**src/wat_pkg.sv**
```systemverilog
// Shared types, codes and helper functions of the weekly event alarm table.
package wat_pkg;

    localparam int NUM_SLOTS  = 64;
    localparam int NUM_LIGHTS = 32;

    localparam int SLOT_W = (NUM_SLOTS > 1) ? $clog2(NUM_SLOTS) : 1;
    localparam int CNT_W  = $clog2(NUM_SLOTS + 1);

    localparam logic [8:0]  LIGHT_LIMIT = 9'(NUM_LIGHTS);
    localparam logic [10:0] MINUTE_MAX  = 11'd1439;

    localparam logic [2:0] MODE_ON     = 3'd0;
    localparam logic [2:0] MODE_OFF    = 3'd1;
    localparam logic [2:0] MODE_REMOVE = 3'd2;
    localparam logic [2:0] MODE_RANDOM = 3'd3;
    localparam logic [2:0] MODE_TICK   = 3'd4;

    localparam logic [3:0] DAY_SUN  = 4'd0;
    localparam logic [3:0] DAY_MON  = 4'd1;
    localparam logic [3:0] DAY_FRI  = 4'd5;
    localparam logic [3:0] DAY_SAT  = 4'd6;
    localparam logic [3:0] DAY_ALL  = 4'd7;
    localparam logic [3:0] DAY_WORK = 4'd8;
    localparam logic [3:0] DAY_REST = 4'd9;

    localparam logic [1:0] KIND_STATUS = 2'd0;
    localparam logic [1:0] KIND_ON     = 2'd1;
    localparam logic [1:0] KIND_OFF    = 2'd2;
    localparam logic [1:0] KIND_NONE   = 2'd3;

    localparam logic [1:0] STS_OK        = 2'd0;
    localparam logic [1:0] STS_BAD_ID    = 2'd1;
    localparam logic [1:0] STS_FULL      = 2'd2;
    localparam logic [1:0] STS_NOT_FOUND = 2'd3;

    typedef struct packed {
        logic        is_off;
        logic [10:0] minute;
        logic [3:0]  day;
        logic [7:0]  light;
    } entry_t;

    localparam int ENTRY_W = $bits(entry_t);

    typedef struct packed {
        logic [1:0] kind;
        logic [1:0] status;
        logic [7:0] light;
        logic       last;
    } result_t;

    function automatic logic day_match(logic [3:0] code, logic [3:0] today);
        logic hit;
        hit = (code == DAY_ALL) || (code == today) ||
              ((code == DAY_REST) && ((today == DAY_SUN) || (today == DAY_SAT))) ||
              ((code == DAY_WORK) && (today >= DAY_MON) && (today <= DAY_FRI));
        return hit;
    endfunction

    function automatic logic [10:0] sat_minute(logic [10:0] m, logic signed [6:0] off);
        logic signed [12:0] sum;
        logic [10:0]        res;
        sum = $signed({2'b00, m}) + $signed({{6{off[6]}}, off});
        if (sum < 13'sd0) begin
            res = 11'd0;
        end else if (sum > $signed({2'b00, MINUTE_MAX})) begin
            res = MINUTE_MAX;
        end else begin
            res = sum[10:0];
        end
        return res;
    endfunction

endpackage

```
**src/wat_ram.sv**
```systemverilog
// Generic single-port-write, single-port-read RAM with registered read data.
module wat_ram #(
    parameter int WIDTH = 8,
    parameter int DEPTH = 16
) (
    input  logic                                     aclk,
    input  logic                                     we,
    input  logic [((DEPTH > 1) ? $clog2(DEPTH) : 1)-1:0] waddr,
    input  logic [WIDTH-1:0]                         wdata,
    input  logic [((DEPTH > 1) ? $clog2(DEPTH) : 1)-1:0] raddr,
    output logic [WIDTH-1:0]                         rdata
);

    logic [WIDTH-1:0] mem [DEPTH];
    logic [WIDTH-1:0] rdata_reg;

    always_ff @(posedge aclk) begin
        if (we) begin
            mem[waddr] <= wdata;
        end
        rdata_reg <= mem[raddr];
    end

    assign rdata = rdata_reg;

endmodule

```
**src/weekly_event_alarm_table.sv**
```systemverilog
// Weekly on/off alarm table for lights: schedule, remove, randomize and minute tick.
//
// Input channel s_*: one transfer carries a request; s_tuser holds the mode and
// s_tdata the light id, day code, minute and signed offset. Output channel m_*:
// each result transfer carries the result kind in m_tuser, status and light id in
// m_tdata, and m_tlast marks the final result of a request.
// A request is taken only while the block is idle. Requests that need the table
// walk it one slot per cycle (one read per cycle, registered read data) through
// the entry RAM, except while a tick walk holds; a rejected id or undefined mode
// skips the walk, and a stalling receiver holds a request until it takes the result.
// Schedule, remove and randomize stop at the first slot that qualifies; a tick
// walks every slot and gives one on/off command per due entry, or a single
// no-action result when nothing is due.
// The output is registered, so a finished result may wait on m_tready while the
// next request is taken. While a tick has a due entry ready and the output is
// still occupied, the walk holds in place until the receiver takes a transfer.
// After aresetn every slot is free; entry contents are undefined until written
// and are only read behind a set valid bit.
module weekly_event_alarm_table (
    input  logic        aclk,
    input  logic        aresetn,
    input  logic        s_tvalid,
    output logic        s_tready,
    input  logic [31:0] s_tdata,   // light_id[7:0], day_code[11:8], minute[22:12],
                                   // random_offset[29:23], zero[31:30]
    input  logic [2:0]  s_tuser,   // mode[2:0]
    output logic        m_tvalid,
    input  logic        m_tready,
    output logic [15:0] m_tdata,   // status[1:0], out_light_id[9:2], zero[15:10]
    output logic [1:0]  m_tuser,   // kind[1:0]
    output logic        m_tlast
);

    localparam int SW = wat_pkg::SLOT_W;
    localparam int CW = wat_pkg::CNT_W;
    localparam int NS = wat_pkg::NUM_SLOTS;

    typedef enum logic [2:0] {
        ST_IDLE   = 3'b001,
        ST_SCAN   = 3'b010,
        ST_FINISH = 3'b100
    } state_t;

    state_t state_reg, state_next;

    logic [2:0]        op_mode_reg, op_mode_next;
    logic [7:0]        op_light_reg, op_light_next;
    logic [3:0]        op_day_reg, op_day_next;
    logic [10:0]       op_min_reg, op_min_next;
    logic signed [6:0] op_off_reg, op_off_next;

    logic [CW-1:0] rd_idx_reg, rd_idx_next;
    logic          chk_act_reg, chk_act_next;
    logic [SW-1:0] chk_idx_reg, chk_idx_next;
    logic [NS-1:0] valid_reg, valid_next;

    logic       pend_vld_reg, pend_vld_next;
    logic [7:0] pend_light_reg, pend_light_next;
    logic       pend_off_reg, pend_off_next;

    wat_pkg::result_t fin_reg, fin_next;
    wat_pkg::result_t out_reg, out_next;
    logic             out_vld_reg, out_vld_next;

    logic                         ram_we;
    logic [SW-1:0]                ram_raddr;
    logic [wat_pkg::ENTRY_W-1:0]  ram_wdata;
    logic [wat_pkg::ENTRY_W-1:0]  ram_rdata;
    wat_pkg::entry_t              ent;
    wat_pkg::entry_t              wr_ent;

    logic s_accept, out_free, cur_vld;
    logic is_sched, is_find, is_tick;
    logic hit_free, hit_find, hit_tick, stall, scan_done;

    assign s_tready = (state_reg == ST_IDLE);
    assign s_accept = s_tvalid && s_tready;
    assign out_free = !out_vld_reg || m_tready;

    assign ent     = wat_pkg::entry_t'(ram_rdata);
    assign cur_vld = valid_reg[chk_idx_reg];

    assign is_sched = (op_mode_reg == wat_pkg::MODE_ON) || (op_mode_reg == wat_pkg::MODE_OFF);
    assign is_find  = (op_mode_reg == wat_pkg::MODE_REMOVE) ||
                      (op_mode_reg == wat_pkg::MODE_RANDOM);
    assign is_tick  = (op_mode_reg == wat_pkg::MODE_TICK);

    assign hit_free = chk_act_reg && !cur_vld;
    assign hit_find = chk_act_reg && cur_vld && (ent.light == op_light_reg) &&
                      (ent.day == op_day_reg) && (ent.minute == op_min_reg);
    assign hit_tick = chk_act_reg && cur_vld && wat_pkg::day_match(ent.day, op_day_reg) &&
                      (ent.minute == op_min_reg);

    // hold the walk while a second due entry cannot be handed on
    assign stall     = (state_reg == ST_SCAN) && is_tick && hit_tick && pend_vld_reg &&
                       !out_free;
    assign scan_done = !chk_act_reg && (rd_idx_reg == CW'(NS));

    // re-read the checked slot during a hold so its data stays on the RAM output
    assign ram_raddr = stall ? chk_idx_reg : rd_idx_reg[SW-1:0];
    assign ram_wdata = wr_ent;

    wat_ram #(
        .WIDTH (wat_pkg::ENTRY_W),
        .DEPTH (NS)
    ) u_entry_ram (
        .aclk  (aclk),
        .we    (ram_we),
        .waddr (chk_idx_reg),
        .wdata (ram_wdata),
        .raddr (ram_raddr),
        .rdata (ram_rdata)
    );

    always_comb begin
        state_next      = state_reg;
        op_mode_next    = op_mode_reg;
        op_light_next   = op_light_reg;
        op_day_next     = op_day_reg;
        op_min_next     = op_min_reg;
        op_off_next     = op_off_reg;
        rd_idx_next     = rd_idx_reg;
        chk_act_next    = chk_act_reg;
        chk_idx_next    = chk_idx_reg;
        valid_next      = valid_reg;
        pend_vld_next   = pend_vld_reg;
        pend_light_next = pend_light_reg;
        pend_off_next   = pend_off_reg;
        fin_next        = fin_reg;
        out_next        = out_reg;
        out_vld_next    = out_vld_reg;
        ram_we          = 1'b0;
        wr_ent          = ent;

        if (out_vld_reg && m_tready) begin
            out_vld_next = 1'b0;
        end

        case (state_reg)
            ST_IDLE: begin
                if (s_accept) begin
                    op_mode_next  = s_tuser;
                    op_light_next = s_tdata[7:0];
                    op_day_next   = s_tdata[11:8];
                    op_min_next   = s_tdata[22:12];
                    op_off_next   = $signed(s_tdata[29:23]);
                    rd_idx_next   = '0;
                    chk_act_next  = 1'b0;
                    pend_vld_next = 1'b0;
                    if (((s_tuser == wat_pkg::MODE_ON) || (s_tuser == wat_pkg::MODE_OFF)) &&
                        ({1'b0, s_tdata[7:0]} >= wat_pkg::LIGHT_LIMIT)) begin
                        fin_next   = '{wat_pkg::KIND_STATUS, wat_pkg::STS_BAD_ID, 8'd0, 1'b1};
                        state_next = ST_FINISH;
                    end else if (s_tuser <= wat_pkg::MODE_TICK) begin
                        state_next = ST_SCAN;
                    end else begin
                        fin_next   = '{wat_pkg::KIND_NONE, wat_pkg::STS_OK, 8'd0, 1'b1};
                        state_next = ST_FINISH;
                    end
                end
            end
            ST_SCAN: begin
                if (!stall) begin
                    // advance the read side
                    if (rd_idx_reg < CW'(NS)) begin
                        chk_act_next = 1'b1;
                        chk_idx_next = rd_idx_reg[SW-1:0];
                        rd_idx_next  = rd_idx_reg + CW'(1);
                    end else begin
                        chk_act_next = 1'b0;
                    end

                    if (is_sched && hit_free) begin
                        ram_we          = 1'b1;
                        wr_ent.is_off   = (op_mode_reg == wat_pkg::MODE_OFF);
                        wr_ent.minute   = op_min_reg;
                        wr_ent.day      = op_day_reg;
                        wr_ent.light    = op_light_reg;
                        valid_next[chk_idx_reg] = 1'b1;
                        fin_next     = '{wat_pkg::KIND_STATUS, wat_pkg::STS_OK, 8'd0, 1'b1};
                        chk_act_next = 1'b0;
                        state_next   = ST_FINISH;
                    end else if (is_find && hit_find) begin
                        if (op_mode_reg == wat_pkg::MODE_REMOVE) begin
                            valid_next[chk_idx_reg] = 1'b0;
                        end else begin
                            ram_we        = 1'b1;
                            wr_ent.minute = wat_pkg::sat_minute(ent.minute, op_off_reg);
                        end
                        fin_next     = '{wat_pkg::KIND_STATUS, wat_pkg::STS_OK, 8'd0, 1'b1};
                        chk_act_next = 1'b0;
                        state_next   = ST_FINISH;
                    end else if (is_tick && hit_tick) begin
                        // hand the previous due entry on, keep this one back for tlast
                        if (pend_vld_reg) begin
                            out_vld_next = 1'b1;
                            out_next     = '{pend_off_reg ? wat_pkg::KIND_OFF : wat_pkg::KIND_ON,
                                             wat_pkg::STS_OK, pend_light_reg, 1'b0};
                        end
                        pend_vld_next   = 1'b1;
                        pend_light_next = ent.light;
                        pend_off_next   = ent.is_off;
                    end else if (scan_done) begin
                        fin_next   = '{wat_pkg::KIND_STATUS,
                                       is_sched ? wat_pkg::STS_FULL : wat_pkg::STS_NOT_FOUND,
                                       8'd0, 1'b1};
                        state_next = ST_FINISH;
                    end
                end
            end
            ST_FINISH: begin
                if (out_free) begin
                    out_vld_next = 1'b1;
                    if (is_tick) begin
                        if (pend_vld_reg) begin
                            out_next = '{pend_off_reg ? wat_pkg::KIND_OFF : wat_pkg::KIND_ON,
                                         wat_pkg::STS_OK, pend_light_reg, 1'b1};
                        end else begin
                            out_next = '{wat_pkg::KIND_NONE, wat_pkg::STS_OK, 8'd0, 1'b1};
                        end
                    end else begin
                        out_next = fin_reg;
                    end
                    pend_vld_next = 1'b0;
                    state_next    = ST_IDLE;
                end
            end
            default: begin
                state_next = ST_IDLE;
            end
        endcase
    end

    always_ff @(posedge aclk) begin
        if (!aresetn) begin
            state_reg    <= ST_IDLE;
            chk_act_reg  <= 1'b0;
            rd_idx_reg   <= '0;
            valid_reg    <= '0;
            pend_vld_reg <= 1'b0;
            out_vld_reg  <= 1'b0;
        end else begin
            state_reg    <= state_next;
            chk_act_reg  <= chk_act_next;
            rd_idx_reg   <= rd_idx_next;
            valid_reg    <= valid_next;
            pend_vld_reg <= pend_vld_next;
            out_vld_reg  <= out_vld_next;
        end
        op_mode_reg    <= op_mode_next;
        op_light_reg   <= op_light_next;
        op_day_reg     <= op_day_next;
        op_min_reg     <= op_min_next;
        op_off_reg     <= op_off_next;
        chk_idx_reg    <= chk_idx_next;
        pend_light_reg <= pend_light_next;
        pend_off_reg   <= pend_off_next;
        fin_reg        <= fin_next;
        out_reg        <= out_next;
    end

    assign m_tvalid = out_vld_reg;
    assign m_tdata  = {6'd0, out_reg.light, out_reg.status};
    assign m_tuser  = out_reg.kind;
    assign m_tlast  = out_reg.last;

endmodule
```
**config.mk**
```make
export PLATFORM = sky130hd
export DESIGN_NAME = weekly_event_alarm_table
export DESIGN_NICKNAME = d
export VERILOG_FILES = /design/src/wat_pkg.sv /design/src/wat_ram.sv /design/src/weekly_event_alarm_table.sv
export SDC_FILE = /design/constraint.sdc
export NUM_CORES = 2
export LEC_CHECK = 0
export BUFFER_PORTS_ARGS = -buffer_cell sky130_fd_sc_hd__buf_4
export CAP_MARGIN = 20
export CORE_MARGIN = 2
export CORE_UTILIZATION = 45
export CTS_BUF_LIST = sky130_fd_sc_hd__clkbuf_8
export DETAILED_ROUTE_END_ITERATION = 6
export PLACE_DENSITY_LB_ADDON = 0.08
export SETUP_SLACK_MARGIN = 0.05
export SLEW_MARGIN = 20
export SYNTH_ARGS = -nofsm -noshare
export SYNTH_HDL_FRONTEND = slang
export SYNTH_HIERARCHICAL = 1
export SYNTH_SLANG_ARGS = --single-unit
export TNS_END_PERCENT = 10
```
**constraint.sdc**
```tcl
create_clock -name aclk -period 4.99 [get_ports aclk]
set_input_delay 0.2495 -clock aclk [delete_from_list [all_inputs] [get_ports aclk]]
set_output_delay 0.2495 -clock aclk [all_outputs]
set_load 0.05 [all_outputs]
```
# After elaboration in Yosys (flattened, before gate mapping)
# Memory sizes are Yosys's and may differ from the RTL's. A register that Yosys moved wholly into a read port is not among the register bits.
# Index checks and enable logic that the tools add are counted.
# classes
n_addsub,2
order_cmp,9
eq_ne,27
muxes,78
bitwise_logic,6
reduce_logical,52
# ops
operator,count
$mux W13,16
$mux W64,3
$and A64 B64 Y64,1
$not A64 Y64,1
$or A64 B64 Y64,1
$mux W11,5
$pmux W13 S2,2
$mux W24,2
$mux W1,28
$mux W3,9
$logic_and A1 B1 Y1,22
$mux W7,3
$pmux W7 S2,1
$reduce_and A7 Y1,2
$add A12 B7 Y13,1
$gt A13 B12 Y1 const B,1
$lt A13 B1 Y1 const B,1
$mux W12,1
$eq A11 B11 Y1,1
$ne A2 B2 Y1 const B,5
$reduce_and A5 Y1,2
$eq A3 B1 Y1 const B,3
$eq A3 B2 Y1 const B,3
$pmux W3 S3,1
35 further kinds,59
# totals
ff_bits,151
mem_bits_rw,1536
word_cells,197
n_memories,1
# mem_list
name,depth,width,read_ports,rd_ports_with_merged_regs,write_ports,line_no,rtl
u_entry_ram.mem,64,24,1,1,1,wat_ram.sv:14,logic [WIDTH-1:0] mem [DEPTH];

# Logic depth before layout (Yosys ltp)
# logic_depth
word_depth,14
depth_mapped,22

# Cells and area by module
# The synthesis kept the hierarchy.
# by_module_without_submodules
mod,instances,cells_each,area_per_inst_um2
wat_ram,1,2611,59330.7
weekly_event_alarm_table,1,826,7935.1

# Worst setup path before layout
# Ideal clock, no wire load.
# synth_path
kind,reg2reg
from,register chk_idx_reg[1]
to,memory u_entry_ram/mem[0][23] (netlist bit) (data pin)
setup_time_ns,0.702
arrival_time_ns,4.656
required_ns,4.288
slack_ns,-0.367
stages_incl_launch_ff,9
synth_period_minus_slack_ns,5.357
path_cell_list,edfxtp_1 > mux2_1 > a221o_1 > a221oi_2 > o21ai_2 > nor4_1 > buf_2 > nand2_1 > o21ai_0
# synth_between
elab_chain_cells,10
# synth_rtl
element,line_no,rtl
start: declaration,weekly_event_alarm_table.sv:54,"logic [SW-1:0] chk_idx_reg, chk_idx_next;"
start signal: assignment,weekly_event_alarm_table.sv:255,chk_idx_reg <= chk_idx_next;
$bmux W1 S6 (*),weekly_event_alarm_table.sv:81,assign cur_vld = valid_reg[chk_idx_reg];
$mux W1 (implied by the code) (*),weekly_event_alarm_table.sv:81,
$logic_and A1 B1 Y1 (3 in a row),weekly_event_alarm_table.sv:91,"assign hit_tick = chk_act_reg && cur_vld && wat_pkg::day_match(ent.day, op_day_reg) &&"
$logic_and A1 B1 Y1 (3 in a row),weekly_event_alarm_table.sv:95,assign stall = (state_reg == ST_SCAN) && is_tick && hit_tick && pend_vld_reg &&
$mux W24 (*),weekly_event_alarm_table.sv:163,if (!stall) begin
$mux W24 (*),weekly_event_alarm_table.sv:139,case (state_reg)
net ram_wdata (one bit),weekly_event_alarm_table.sv:67,logic [wat_pkg::ENTRY_W-1:0] ram_wdata;
end: declaration,wat_ram.sv:14,
# The timed path passes the listed nets; every way through them passes the cells marked *. The select of a mux whose other input is x is not followed.

# Worst setup path in the final report
# layout_path
from,"register u_entry_ram.rdata_reg[20], in the netlist u_entry_ram/rdata[20], read port of u_entry_ram.mem"
to,"register u_entry_ram.rdata_reg[17], in the netlist u_entry_ram/rdata[17], read port of u_entry_ram.mem"
# layout_between
elab_chain_cells,6
# layout_rtl
element,line_no,rtl
start: declaration,wat_ram.sv:15,logic [WIDTH-1:0] rdata_reg;
$eq A11 B11 Y1,weekly_event_alarm_table.sv:92,(ent.minute == op_min_reg);
$logic_and A1 B1 Y1,weekly_event_alarm_table.sv:91,
$logic_and A1 B1 Y1 (3 in a row),weekly_event_alarm_table.sv:95,
$mux W6,weekly_event_alarm_table.sv:100,assign ram_raddr = stall ? chk_idx_reg : rd_idx_reg[SW-1:0];
net ram_raddr[1],weekly_event_alarm_table.sv:66,logic [SW-1:0] ram_raddr;
# The timed path passes the listed nets, and every way through them passes these cells.
# A chain may end at the register's enable or synchronous reset.

==> metrics.md <==
| Metric | Value |
|---|---|
| Top_reg_cell synth | `edfxtp_1` |
| Data arrival, critical path | `between 5 and 6 ns` |
| Cells after Synth | `around 3.4k` |
| Netlist Area Pre-Place | `slightly below 70000 µm²` |
| CTS root buf | `clkbuf_8` |
| Total number of vias | `roughly 37k` |
| Die footprint | `approximately 150000 µm²` |
| Routed wire length | `between 150000 and 200000 µm` |
| Vias in the first global route | `roughly 38k` |
| Met2 WL | `approximately 86000 µm` |
| RSZ-0062 raised after global routing | `false` |
| Num CTS Buffers | `around 300` |
| Worst setup startpoint | `u_entry_ram/rdata[20]` |
| Chip Width | `roughly 390 µm` |
| Share of layout cells above drive strength 1 | `between 20% and 30%` |
| GP Congestion | `around 0.89` |
| DR WL/cell | `between 30 and 40 µm` |
| Iteration-0 DRC Markers | `between 3k and 4k` |
| Status | `finished, final reports clean` |
| Register clock-pin slew on the reported worst setup and hold paths | `around 0.060 ns` |
| Design Power | `roughly 28 mW` |
| Residual DRC | `0` |
| Die Y | `around 390 µm` |
| Number of routed nets with antenna violations | `0` |
| Area occupied by multi-input gates | `approximately 16000 µm²` |
| Synth Register Bits | `about 1.7k` |
| Met3 wire len | `about 14000 µm` |
| Clk sink count | `between 1.5k and 2k` |
| Hold Slack | `approximately 0.15 ns` |
| Worst setup EP type | `register` |
| M1 WL | `78500 µm` |
| Worst r2r src | `u_entry_ram/rdata[20]` |
| Crit share post-route | `slightly below 100%` |
| Clock Skew | `between 0.07 and 0.08 ns` |
| Critical Path RT | `about 5.8 ns` |
| F_max | `roughly 210 MHz` |
| Grt total ovfl | `0` |
| TritonRoute pass-1 iters | `7` |
| Global Route Usage Sum | `between 20% and 30%` |
| Row cnt | `141` |
| Sequential-to-total area share from yosys stat | `around 74%` |
| Final Hold Violating Endpoints | `0` |
| Fill count | `around 12k` |
| EDFF count, synth | `around 1.6k` |
| Post-synthesis async set-or-reset flop share | `0%` |
| Top sig layer | `met5` |
| Pin count of the biggest net entering global routing | `65` |
| Starting density of the core | `45.4%` |
| Htree depth | `5` |
| Crit Path Max Fanout | `34` |
| Area Growth Syn to Fin | `17.2%` |
| Mean Syn Cell Area | `around 20 µm²` |
| Min-delay worst type | `in -> reg` |
| Max-slew violations | `0` |
| Leading cell type in the layout, fill and taps excluded | `edfxtp_1` |
| IO buf count | `between 50 and 60` |
| Max reg flops | `1536` |
| Core Region | `between 100000 and 150000 µm²` |
| Worst-margin pin slew | `between 1 and 1.5 ns` |
| CTS tree | `yes` |
| DP HPWL | `approximately 110000 µm` |
| Setup violations, final | `0` |
| Clk Latency, worst-skew pair | `approximately 1.0 ns` |
| Yosys Warn Count | `6` |
| First-pass GRT wire length | `roughly 260000 µm` |
| Vias per cell | `6.00` |
| FF+latch area | `around 50000 µm²` |
| Rel. slew slack | `31.2%` |
| Initial antenna violation count | `4` |
| Most frequent cells in the layout | `edfxtp_1 (1600), mux4_2 (360), clkbuf_8 (314)` |
| Leakage | `24.7 nW` |
| Pwr Density | `around 350 nW/µm²` |
| Nets | `between 4k and 5k` |
| Synth cell types | `83` |
| Peak VDD IR | `about 0.25 mV` |
| Setup crit start kind | `register` |
| Final min period | `4.80 ns` |
| Hold Crit Start | `m_tready` |
| # IOs | `60` |
| Clk buf depth | `4` |
| Crit path kind | `reg -> reg` |
| Max-cap violations | `0` |
==> stage by stage <==
step                      worst slack, ns  TNS [ns]  cell area, µm²  instances  util, %
after floorplan                     0.291         0           67300       3442        -
after CTS                          0.0159         0           78700       6091     53.2
final                               0.187         0           78800       6098     53.2
after global routing               0.0546         0           78800       6095     53.2
after global placement             -0.461     -1.71           72700       5514     49.1
after detailed placement           -0.317    -0.612           72700       5514     49.1
==> power by group <==
| part | switching [mW] | internal [mW] | leakage, nW | total, mW |
|---|---|---|---|---|
| logic | 0.360 | 0.258 | 6.45 | 0.618 |
| registers | 0.0398 | 15.5 | 15.2 | 15.5 |
| clock network | 5.52 | 6.04 | 3.03 | 11.6 |
| total | 5.92 | 21.8 | 24.7 | 27.7 |
==> timing repair <==
| item | 4_1_cts | 5_1_grt |
|---|---|---|
| hold buffers | 69 | 0 |
| setup buffers | 0 | 3 |
| hold endpoints to repair | 124 | 0 |
| setup endpoints to repair | 5 | 207 |
| gates resized for setup | 3 | 19 |
| pin swaps | 0 | 2 |
==> cell families (layout without fill, tap and decap cells) <==
| logic type | Yosys count | after routing | share of synthesized area, % |
|---|---|---|---|
| buffers and inverters | 242 | 964 | 1.91 |
| adder cells (fa/ha/maj) | 15 | 15 | 0.290 |
| flip-flops | 1701 | 1701 | 74.4 |
| multiplexers | 535 | 535 | 14.7 |
| AO/OA/AOI/OAI | 435 | 435 | 4.72 |
| other | 1 | 10 | 0.00557 |
| XOR/XNOR | 29 | 29 | 0.378 |
| AND/OR/NAND/NOR | 479 | 479 | 3.51 |
==> area by class of cell <==
type	instances	share of cell area, %
clock buffers	314	5.48
diodes	4	0.0127
flip-flops and latches	1701	63.5
clock inverters	194	1.16
inverters	28	0.135
well taps	1930	3.06
multi-input cells	1499	20.7
repair buffers	428	5.89
==> final timing paths <==
kind                            slack (ns)  cells past startpoint               endpoint
worst max-delay path                  0.19                     15  u_entry_ram/rdata[17]
worst min-delay path                  0.15                      4               m_tvalid
worst max register to register        0.19                     15  u_entry_ram/rdata[17]
worst min register to register        0.47                      2               register
==> cell usage after synthesis (all sizes together), types with 11 or more instances <==
cell	instances	area (µm²)
o21a	20	150
o31ai	49	368
nor2	128	480
buf	115	808
mux4	360	8110
ha	14	175
o21ai	49	249
or2	11	68.8
xnor2	19	166
clkbuf	99	372
nand4	13	81.3
a21oi	30	150
dfxtp	101	2020
or3	13	81.3
nand2b	11	68.8
a22oi	41	308
o41ai	17	149
a31oi	19	119
nand3	50	255
edfxtp	1600	48000
or4	11	86.3
o22ai	44	275
o211ai	57	428
inv	26	97.6
nand2	133	499
mux2i	126	1260
mux2	49	552
nor3	26	141
a221oi	55	488
nand3b	12	90.1
nor4	13	87.6
nor2b	21	131
==> critical path: stages, from the launching register on <==
cell      delay, ns
dfxtp_1        0.66
xnor2_1        0.21
nand4_1        0.10
or3_1          0.38
a311o_1        0.39
nor4_4         0.32
buf_4          0.22
buf_4          0.15
nand2_1        0.09
o21ai_4        0.15
buf_12         0.21
buf_12         0.25
mux4_2         0.53
mux2i_1        0.37
o211ai_1       0.20
and4_2         0.37
==> layer usage <==
metal  up-vias  global-route usage (%)
li1      15360                       -
met1     19441                    34.2
met2      1471                    37.7
met3       339                    5.41
met4         2                    7.60
met5         -                       0
(Power assumes the default switching activity.)
